File: src/sv/wsm_pkg.sv
`timescale 1ns / 1ps
package wsm_pkg;
    localparam int ServicePeriod = 15;
    localparam int DcCoef        = 13422;

    localparam logic [1:0] CFG_ENABLE  = 2'd0;
    localparam logic [1:0] CFG_ACTIVE  = 2'd1;
    localparam logic [1:0] CFG_DIVIDER = 2'd2;
    localparam logic [1:0] CFG_GAIN    = 2'd3;

    localparam logic CMD_TICK  = 1'b0;
    localparam logic CMD_WRITE = 1'b1;

    localparam logic [7:0] CHAN_BASE = 8'h40;
endpackage

File: src/sv/wavetable_sound_channel_mixer_unit.sv
`timescale 1ns / 1ps
// channel  | direction | signals
// s_       | in        | s_valid s_ready s_command s_ram_addr s_ram_data
// m_       | out       | m_valid m_ready m_sample
// cfg_     | in        | cfg_valid cfg_ready cfg_index cfg_data
// A write transaction is taken in the idle state. A tick services a channel when
// one is due (eight channel byte reads, a 7-step phase reduction, three phase
// write-backs and a wave byte read), and on a sample tick computes a sum of the
// channel levels, a serial 22-step divide by the channel count and a 3-step
// multiplication of the DC blocker coefficient in 16-bit slices.
// After reset a clearing pass zeroes the sound RAM; only cfg_ writes are taken
// meanwhile. A result waits in the output register while the next item is taken;
// the block stalls only when a new sample finds the register still full.
module wavetable_sound_channel_mixer_unit
    import wsm_pkg::*;
(
    input  logic               aclk,
    input  logic               aresetn,
    input  logic               s_valid,
    output logic               s_ready,
    input  logic               s_command,
    input  logic [6:0]         s_ram_addr,
    input  logic [7:0]         s_ram_data,
    output logic               m_valid,
    input  logic               m_ready,
    output logic signed [15:0] m_sample,
    input  logic               cfg_valid,
    output logic               cfg_ready,
    input  logic [1:0]         cfg_index,
    input  logic [15:0]        cfg_data
);
    localparam logic [4:0] ST_CLEAR = 5'd0,  ST_IDLE = 5'd1,
                           ST_SRD = 5'd3,  ST_SLAT = 5'd4,  ST_SCALC = 5'd5,
                           ST_SWR = 5'd6,  ST_WRD = 5'd7,   ST_WLAT = 5'd8,
                           ST_SAMP = 5'd9, ST_SUM = 5'd10,  ST_GAIN = 5'd11,
                           ST_DIV = 5'd12, ST_DIVF = 5'd13, ST_DC0 = 5'd14,
                           ST_DCM = 5'd15, ST_DC1 = 5'd16,  ST_OUT = 5'd17,
                           ST_MOD = 5'd18, ST_WAIT = 5'd19, ST_TICK = 5'd20;

    logic [4:0]  state_reg, state_next;
    logic        enable_reg;
    logic [3:0]  active_reg;
    logic [15:0] divider_reg;
    logic [9:0]  gain_reg;
    logic [7:0]  svc_cnt_reg;
    logic [2:0]  svc_idx_reg;
    logic signed [7:0] level_reg [8];
    logic [15:0] samp_cnt_reg;
    logic signed [39:0] dc_reg;
    logic [6:0]  clr_reg;
    logic        m_valid_reg;
    logic signed [15:0] m_sample_reg;

    // working registers
    logic [2:0]  ch_reg;
    logic [2:0]  step_reg;
    logic [7:0]  b_reg [8];
    logic [24:0] ph_reg;
    logic [30:0] mod_reg;
    logic [6:0]  cnt_reg;
    logic signed [11:0] sum_reg;
    logic [21:0] prod_reg;
    logic [21:0] quo_reg;
    logic [21:0] rem_reg;
    logic        neg_reg;
    logic signed [40:0] d_reg;
    logic [40:0] dmag_reg;
    logic [56:0] acc_reg;
    logic signed [40:0] target_reg;

    logic [3:0] n;
    assign n = (active_reg == 4'd0) ? 4'd1 : (active_reg > 4'd8) ? 4'd8 : active_reg;

    // index modulo the channel count, which is 1 to 8
    function automatic logic [2:0] index_mod(logic [2:0] idx, logic [3:0] cnt);
        logic [2:0] res;
        case (cnt)
            4'd1:    res = 3'd0;
            4'd2:    res = {2'd0, idx[0]};
            4'd3:    res = (idx >= 3'd6) ? idx - 3'd6 : (idx >= 3'd3) ? idx - 3'd3 : idx;
            4'd4:    res = {1'b0, idx[1:0]};
            4'd8:    res = idx;
            default: res = (idx >= cnt[2:0]) ? idx - cnt[2:0] : idx;
        endcase
        return res;
    endfunction

    logic [2:0] svc_slot;
    logic [2:0] svc_slot_inc;
    assign svc_slot     = index_mod(svc_idx_reg, n);
    assign svc_slot_inc = ({1'b0, svc_slot} + 4'd1 == n) ? 3'd0 : svc_slot + 3'd1;

    logic       ram_we;
    logic [6:0] ram_waddr, ram_raddr;
    logic [7:0] ram_wdata, ram_rdata;

    wsm_ram #(.WIDTH(8), .DEPTH(128)) u_ram (
        .aclk(aclk), .we(ram_we), .waddr(ram_waddr), .wdata(ram_wdata),
        .raddr(ram_raddr), .rdata(ram_rdata)
    );

    logic [6:0] chan_addr;
    assign chan_addr = 7'(CHAN_BASE) + {1'b0, ch_reg, step_reg};

    logic [7:0] wave_idx;
    assign wave_idx = ph_reg[23:16] + b_reg[6];

    // wave nibble scaled by the channel volume
    logic [3:0]        wave_nib;
    logic signed [8:0] wave_level;
    assign wave_nib   = wave_idx[0] ? ram_rdata[7:4] : ram_rdata[3:0];
    assign wave_level = ($signed({5'd0, wave_nib}) - 9'sd8)
                        * $signed({5'd0, b_reg[7][3:0]});

    // ram port control
    always_comb begin
        ram_we    = 1'b0;
        ram_waddr = chan_addr;
        ram_wdata = 8'd0;
        ram_raddr = chan_addr;
        case (state_reg)
            ST_CLEAR: begin
                ram_we    = 1'b1;
                ram_waddr = clr_reg;
            end
            ST_IDLE: begin
                ram_we    = s_valid && s_command == CMD_WRITE;
                ram_waddr = s_ram_addr;
                ram_wdata = s_ram_data;
            end
            ST_SWR: begin
                ram_we    = 1'b1;
                ram_waddr = chan_addr;
                ram_wdata = (step_reg == 3'd1) ? ph_reg[7:0] :
                            (step_reg == 3'd3) ? ph_reg[15:8] : ph_reg[23:16];
                ram_raddr = wave_idx[7:1];
            end
            ST_WRD: begin
                ram_raddr = wave_idx[7:1];
            end
            default: ;
        endcase
    end

    assign s_ready   = (state_reg == ST_IDLE);
    assign cfg_ready = (state_reg == ST_IDLE) || (state_reg == ST_CLEAR);
    assign m_valid   = m_valid_reg;
    assign m_sample  = m_sample_reg;

    // service tick decision
    logic       svc_fire;
    logic [7:0] svc_cnt_inc;
    assign svc_cnt_inc = svc_cnt_reg + 8'd1;
    assign svc_fire    = enable_reg && (svc_cnt_inc >= 8'(ServicePeriod));

    // multiplier slice for the dc coefficient
    logic [29:0] slice_prod;
    assign slice_prod = dmag_reg[15:0] * 14'(DcCoef);

    logic [21:0] rem_sh;
    assign rem_sh = {rem_reg[20:0], quo_reg[21]};

    // channel sum magnitude for the gain step
    logic [11:0] sum_mag;
    assign sum_mag = sum_reg[11] ? 12'(-sum_reg) : sum_reg;

    logic signed [40:0] out_full;
    logic signed [40:0] raw_s;
    logic signed [40:0] diff_out;
    logic signed [22:0] y;
    assign diff_out = target_reg - 41'(dc_reg);
    assign y = diff_out[40] ? -23'((-diff_out) >>> 18) : 23'(diff_out >>> 18);
    assign raw_s = neg_reg ? -41'({19'd0, quo_reg}) : 41'({19'd0, quo_reg});
    assign out_full = d_reg;

    always_comb begin
        state_next = state_reg;
        case (state_reg)
            ST_CLEAR: if (clr_reg == 7'h7f) state_next = ST_IDLE;
            ST_IDLE:  if (s_valid) state_next = (s_command == CMD_WRITE) ? ST_IDLE
                                                : ST_TICK;
            ST_TICK:  state_next = svc_fire ? ST_SRD : ST_SAMP;
            ST_SRD:   state_next = ST_SLAT;
            ST_SLAT:  state_next = (step_reg == 3'd7) ? ST_SCALC : ST_SRD;
            ST_SCALC: state_next = ST_MOD;
            ST_MOD:   state_next = (cnt_reg == 7'd6) ? ST_SWR : ST_MOD;
            ST_SWR:   state_next = (step_reg == 3'd5) ? ST_WRD : ST_SWR;
            ST_WRD:   state_next = ST_WLAT;
            ST_WLAT:  state_next = ST_SAMP;
            ST_SAMP:  state_next = (samp_cnt_reg + 16'd1 < divider_reg) ? ST_IDLE : ST_SUM;
            ST_SUM:   state_next = (cnt_reg == 7'd7) ? ST_GAIN : ST_SUM;
            ST_GAIN:  state_next = ST_DIV;
            ST_DIV:   state_next = (cnt_reg == 7'd21) ? ST_DIVF : ST_DIV;
            ST_DIVF:  state_next = ST_DC0;
            ST_DC0:   state_next = ST_DCM;
            ST_DCM:   state_next = (cnt_reg == 7'd2) ? ST_DC1 : ST_DCM;
            ST_DC1:   state_next = ST_WAIT;
            ST_WAIT:  state_next = (!m_valid_reg || m_ready) ? ST_OUT : ST_WAIT;
            ST_OUT:   state_next = ST_IDLE;
            default:  state_next = ST_IDLE;
        endcase
    end

    always_ff @(posedge aclk) begin
        if (!aresetn) begin
            state_reg    <= ST_CLEAR;
            enable_reg   <= 1'b1;
            active_reg   <= 4'd1;
            divider_reg  <= 16'd40;
            gain_reg     <= 10'd256;
            svc_cnt_reg  <= 8'd0;
            svc_idx_reg  <= 3'd0;
            samp_cnt_reg <= 16'd0;
            dc_reg       <= 40'sd0;
            clr_reg      <= 7'd0;
            m_valid_reg  <= 1'b0;
            for (int i = 0; i < 8; i++) level_reg[i] <= 8'sd0;
        end else begin
            state_reg <= state_next;
            // configuration writes
            if (cfg_valid && cfg_ready) begin
                case (cfg_index)
                    CFG_ENABLE:  enable_reg  <= cfg_data[0];
                    CFG_ACTIVE:  active_reg  <= cfg_data[3:0];
                    CFG_DIVIDER: divider_reg <= cfg_data;
                    CFG_GAIN:    gain_reg    <= cfg_data[9:0];
                    default: ;
                endcase
            end
            if (m_valid_reg && m_ready && state_reg != ST_OUT) m_valid_reg <= 1'b0;
            case (state_reg)
                ST_CLEAR: clr_reg <= clr_reg + 7'd1;
                ST_TICK: begin
                    if (enable_reg) begin
                        svc_cnt_reg <= svc_fire ? 8'd0 : svc_cnt_inc;
                    end
                    if (svc_fire) begin
                        ch_reg      <= 3'd7 - svc_slot;
                        svc_idx_reg <= svc_slot_inc;
                    end
                    step_reg <= 3'd0;
                end
                ST_SLAT: begin
                    b_reg[step_reg] <= ram_rdata;
                    step_reg <= step_reg + 3'd1;
                end
                ST_SCALC: begin
                    ph_reg  <= {1'b0, b_reg[5], b_reg[3], b_reg[1]}
                               + {7'd0, b_reg[4][1:0], b_reg[2], b_reg[0]};
                    mod_reg <= {9'd256 - {1'b0, b_reg[4] & 8'hfc}, 22'd0};
                    cnt_reg <= 7'd0;
                    step_reg <= 3'd1;
                end
                // phase reduction by the shifted wave length, one step per cycle
                ST_MOD: begin
                    if ({6'd0, ph_reg} >= mod_reg) ph_reg <= ph_reg - mod_reg[24:0];
                    mod_reg <= mod_reg >> 1;
                    cnt_reg <= cnt_reg + 7'd1;
                end
                ST_SWR: step_reg <= step_reg + 3'd2;
                ST_WLAT: begin
                    level_reg[ch_reg] <= wave_level[7:0];
                end
                ST_SAMP: begin
                    samp_cnt_reg <= (samp_cnt_reg + 16'd1 < divider_reg)
                                    ? samp_cnt_reg + 16'd1 : 16'd0;
                    sum_reg <= 12'sd0;
                    cnt_reg <= 7'd0;
                end
                ST_SUM: begin
                    if (enable_reg && (4'(cnt_reg) >= 4'd8 - n))
                        sum_reg <= sum_reg + 12'(level_reg[cnt_reg[2:0]]);
                    cnt_reg <= cnt_reg + 7'd1;
                end
                ST_GAIN: begin
                    neg_reg  <= sum_reg[11];
                    prod_reg <= {10'd0, sum_mag} * {12'd0, gain_reg};
                    cnt_reg  <= 7'd0;
                    rem_reg  <= 22'd0;
                end
                ST_DIV: begin
                    if (cnt_reg == 7'd0) begin
                        quo_reg <= prod_reg;
                    end else begin
                        if (rem_sh >= 22'(n)) begin
                            rem_reg <= rem_sh - 22'(n);
                            quo_reg <= {quo_reg[20:0], 1'b1};
                        end else begin
                            rem_reg <= rem_sh;
                            quo_reg <= {quo_reg[20:0], 1'b0};
                        end
                    end
                    cnt_reg <= cnt_reg + 7'd1;
                end
                ST_DIVF: begin
                    if (rem_sh >= 22'(n)) quo_reg <= {quo_reg[20:0], 1'b1};
                    else quo_reg <= {quo_reg[20:0], 1'b0};
                end
                ST_DC0: begin
                    target_reg <= raw_s <<< 18;
                    d_reg    <= (raw_s <<< 18) - 41'(dc_reg);
                    dmag_reg <= 41'(((raw_s <<< 18) - 41'(dc_reg)) < 0
                                ? -((raw_s <<< 18) - 41'(dc_reg))
                                :   (raw_s <<< 18) - 41'(dc_reg));
                    acc_reg <= 57'd0;
                    cnt_reg <= 7'd0;
                end
                ST_DCM: begin
                    acc_reg  <= acc_reg + (57'(slice_prod) << (cnt_reg[1:0] * 16));
                    dmag_reg <= dmag_reg >> 16;
                    cnt_reg  <= cnt_reg + 7'd1;
                end
                ST_DC1: begin
                    dc_reg <= dc_reg + 40'(out_full[40]
                              ? (-$signed({1'b0, acc_reg}) + 58'sd8388608) >>> 24
                              : ($signed({1'b0, acc_reg}) + 58'sd8388608) >>> 24);
                end
                ST_OUT: begin
                    m_valid_reg  <= 1'b1;
                    m_sample_reg <= (y < -23'sd32768) ? 16'sh8000 :
                                    (y > 23'sd32767) ? 16'sd32767 : 16'(y);
                end
                default: ;
            endcase
        end
    end

    // a result never appears while still busy clearing
    assert property (@(posedge aclk) disable iff (!aresetn)
        state_reg == ST_CLEAR |-> !m_valid_reg)
        else $error("result during ram clear");
    // service index stays below eight
    assert property (@(posedge aclk) disable iff (!aresetn)
        state_reg == ST_IDLE |-> {1'b0, svc_idx_reg} < 4'd8)
        else $error("service index out of range");
    // new result only when output free
    assert property (@(posedge aclk) disable iff (!aresetn)
        state_reg == ST_OUT |-> (!m_valid_reg || m_ready))
        else $error("output overwritten");
endmodule

File: src/sv/wsm_ram.sv
`timescale 1ns / 1ps
module wsm_ram #(
    parameter int WIDTH = 8,
    parameter int DEPTH = 128
) (
    input  logic                     aclk,
    input  logic                     we,
    input  logic [$clog2(DEPTH)-1:0] waddr,
    input  logic [WIDTH-1:0]         wdata,
    input  logic [$clog2(DEPTH)-1:0] raddr,
    output logic [WIDTH-1:0]         rdata
);
    logic [WIDTH-1:0] mem [DEPTH];

    // one write port, registered read
    always_ff @(posedge aclk) begin
        if (we) begin
            mem[waddr] <= wdata;
        end
        rdata <= mem[raddr];
    end
endmodule

File: config.mk
export PLATFORM = sky130hd
export DESIGN_NAME = wavetable_sound_channel_mixer_unit
export DESIGN_NICKNAME = d
export VERILOG_FILES = /design/src/sv/wsm_pkg.sv /design/src/sv/wavetable_sound_channel_mixer_unit.sv /design/src/sv/wsm_ram.sv
export SDC_FILE = /design/constraint.sdc
export NUM_CORES = 2
export LEC_CHECK = 0
export ABC_AREA = 1
export BUFFER_PORTS_ARGS = -buffer_cell sky130_fd_sc_hd__buf_4
export CORE_ASPECT_RATIO = 1.75
export CORE_UTILIZATION = 32
export DETAILED_ROUTE_END_ITERATION = 10
export GPL_ROUTABILITY_DRIVEN = 0
export MAX_ROUTING_LAYER = met4
export PLACE_DENSITY_LB_ADDON = 0.1
export SYNTH_ARGS = -nofsm -noshare
export SYNTH_HDL_FRONTEND = slang
export SYNTH_SLANG_ARGS = --single-unit
File: constraint.sdc
create_clock -name aclk -period 17.44 [get_ports aclk]
set_clock_uncertainty 0.2 [all_clocks]
set_input_delay 0.872 -clock aclk [delete_from_list [all_inputs] [get_ports aclk]]
set_output_delay 0.872 -clock aclk [all_outputs]
set_load 0.02 [all_outputs]
==> run summary <==
outcome: finished with violations
failing checks: DRC
I/O pin total: 58
Max Cap Viol: 0
drt drc: 20
Slew Limit Fails: 0
Final Critical Period: 9.22 ns
layout cell share with drive strength beyond 1: 6.62%
chip width: 396 µm
fmax: 108 MHz
top cells by count, synth: edfxtp_1 (1432), nor2_1 (1402), nand2_1 (1127)
DP Area: 91600 µm²
Skew-Pair Late Insertion Delay: 0.86 ns
Pwr Density: 81.1 nW/µm²
min-delay worst type: in -> reg
PortBufs: 57
Endpoint, Worst Hold: enable_reg
post-route ant nets: 0
GR Util All Layers: 21.4%
Detail Placement HPWL: 208000 µm
Nets: 9695
ys async rst share: 0%
cell taking the most area after synthesis: edfxtp_1
height of the die: 692 µm
final core utilization: 36.0%
met2 Use GR: 39.6%
period utilisation layout: 52.9%
DRT iter0 DRCs: 4302
postcts setup bufs: 0
top cell type's share of synthesized area: 49.4%
Via density: 5.14
sw frac: 21.7%
Post-synth EDFFs: 1432
Int Pwr: 6170 µW
GRT met3 Usage: 1.92%
post-synthesis register bit count: 1554
LEAKAGE: 0.0372 µW
final WL: 291000 µm
WP data required: 17.76 ns
Clock transition at path regs: 0.07 ns
largest net degree at the start of global routing: 162
setup TNS: 0 ns
Post-CTS Resized: 0
Max Root-Sink Buffers: 4
sequential share of power: 51.3%
Sw Pwr: 1710 µW
Worst Path Max Fanout: 5
Area Overhead vs Synth: 11.6%
Sinks on Clock Net: 1554
die area: 274000 µm²
vias: 65678
Crit-path slowest cell: a21oi_1
count leader, synth: edfxtp_1
hold_buf cts: 0
overall power: 7880 µW
top cells by area, synth: edfxtp_1 (49%), ha_1 (6.1%), nor2_1 (6.0%)
# rows: 252
crit start category: flop
relative slew slack: 8.63%
Synth cell types: 66
worst slew pin tran: 1.36 ns
Initial Util: 32.2%
clock buffer count from CTS: 168
post-route cell area: 97100 µm²
post-synthesis sequential area ratio: 52.2%
VDD IR max: 0.0686 mV
first-pass GRT wire length: 430000 µm
Crit path top cell by count: o21ai_0
syn_nets: 9708
Worst path max stage delay: 0.59 ns
Synth Flop Type: edfxtp_1
Finish-stage setup viols: 0
r2r worst-path depth: 36
critical path type: reg -> reg
Worst R2R Start: dmag_reg[6]
total congestion overflow: 0
unrepaired setup endpoints after global routing: no
Fillers: 27434
R2R Setup Slk: 8.22 ns
CP Capture Type: flop
Syn Area/Cell: 9.58 µm²
Post-Syn Instances: 9080
Worst R2R End: acc_reg[54]
CP top delay family: compound AO/OA/AOI/OAI gates
Post-Syn Area: 87000 µm²
busiest grt layer: met2
vias in the first global route: 66505
CTS tree: built
CTS root buf: clkbuf_16
CTS H-tree lvls: 4
antenna violations before repair: 10
max FFs per register: 1024
Final Hold Fails: 0
combinational cell fraction of total power: 2.4%
CP Data Arrival Time: 9.54 ns
Hold Path Origin: cfg_index[1]
Worst Path Buf+Inv: 4
WL/cell: 22.8 µm
clock share of power: 46.4%
DR pass1 iterations: 9
met1 usage: 23.2%
Core Area: 270000 µm²
Ys Warns: 0
Hold Path Depth: 3
## stage by stage
stage	hold WS, ns	setup WS [ns]	std cells
2_1_floorplan	0.235	9.67	9080
5_1_grt	0.150	7.53	12763
3_5_place_dp	0.259	8.35	12452
6_report	0.194	8.22	12768
4_1_cts	0.127	8.32	12755
3_3_place_gp	0.254	8.38	12452
## per-layer routing
metal	part of all wire, %	vias to the layer above
li1	-	31430
met1	39	32384
met2	53	1346
met3	3.1	518
met4	4.7	0
met5	0	-
## kinds of logic (layout without fill, tap and decap cells)
family / count (synthesis) / after routing / share of synthesized area, %
simple gates: 3179 / 3179 / 15.5
compound gates: 2099 / 2099 / 13.7
flops: 1554 / 1554 / 52.2
buf+inv: 1400 / 1520 / 6.08
fa+ha+maj: 589 / 589 / 9.91
xor+xnor: 246 / 246 / 2.48
mux: 12 / 12 / 0.151
other cells: 1 / 13 / 0.00431
## cell usage in the layout (no fill, tap or decap), types with 24 or more instances in the layout
cell type	netlist	routed
o21a_1	31	31
nand2_1	1127	1125
o21ai_0	1031	1022
a31oi_1	50	50
nand2_2	41	43
clkinv_1	10	40
clkinv_2	0	25
nor3_1	102	94
fa_1	167	167
buf_4	0	148
clkbuf_16	0	169
o221ai_1	167	167
xor2_1	164	164
nand4_1	50	50
dfxtp_1	122	122
o211ai_1	52	52
nor2_2	21	26
or2_2	24	24
edfxtp_1	1432	1432
ha_1	422	422
o22ai_1	144	144
a21oi_1	502	502
clkbuf_1	308	40
nand3_1	295	295
nor2_1	1402	1394
xnor2_1	82	82
inv_1	1028	1027
inv_2	26	26
## power groups by stage
stage / registers, µW / logic (µW) / clock network, µW
after floorplan: 4110 / 119 / 0
after global routing: 4040 / 212 / 3850
after global placement: 4120 / 190 / 0
after CTS: 4040 / 193 / 3740
final: 4040 / 189 / 3650
after detailed placement: 4120 / 190 / 0
## worst max path at each step
stage | from | to | slack [ns] | cells after the start
2_1_floorplan | step_reg[1] | u_ram.mem[0][0] | 9.67 | 7
3_3_place_gp | dmag_reg[6] | acc_reg[54] | 8.38 | 36
3_5_place_dp | dmag_reg[6] | acc_reg[54] | 8.35 | 36
4_1_cts | dmag_reg[6] | acc_reg[54] | 8.32 | 36
5_1_grt | dmag_reg[6] | acc_reg[54] | 7.53 | 36
6_report | dmag_reg[6] | acc_reg[54] | 8.22 | 36
## worst reg2reg max path, delay by kind of cell (launching register included)
family	cells	cell delay (ns)
compound gates	21	4.67
xor+xnor	1	0.18
fa+ha+maj	7	2.84
buf+inv	4	0.23
flops	1	0.51
simple gates	3	0.33
## layout make-up
type | count | area (µm²) | share of cell area [%]
tap | 3556 | 4450 | 4.58
inverter | 1064 | 4010 | 4.13
clock inverter | 92 | 986 | 1.02
timing repair buffer | 153 | 1210 | 1.24
antenna | 12 | 30.0 | 0.0309
sequential | 1554 | 45400 | 46.8
clock buffer | 211 | 4410 | 4.54
multi-input combinational | 6126 | 36500 | 37.6
Note: power is estimated with default switching activity, not from simulation.
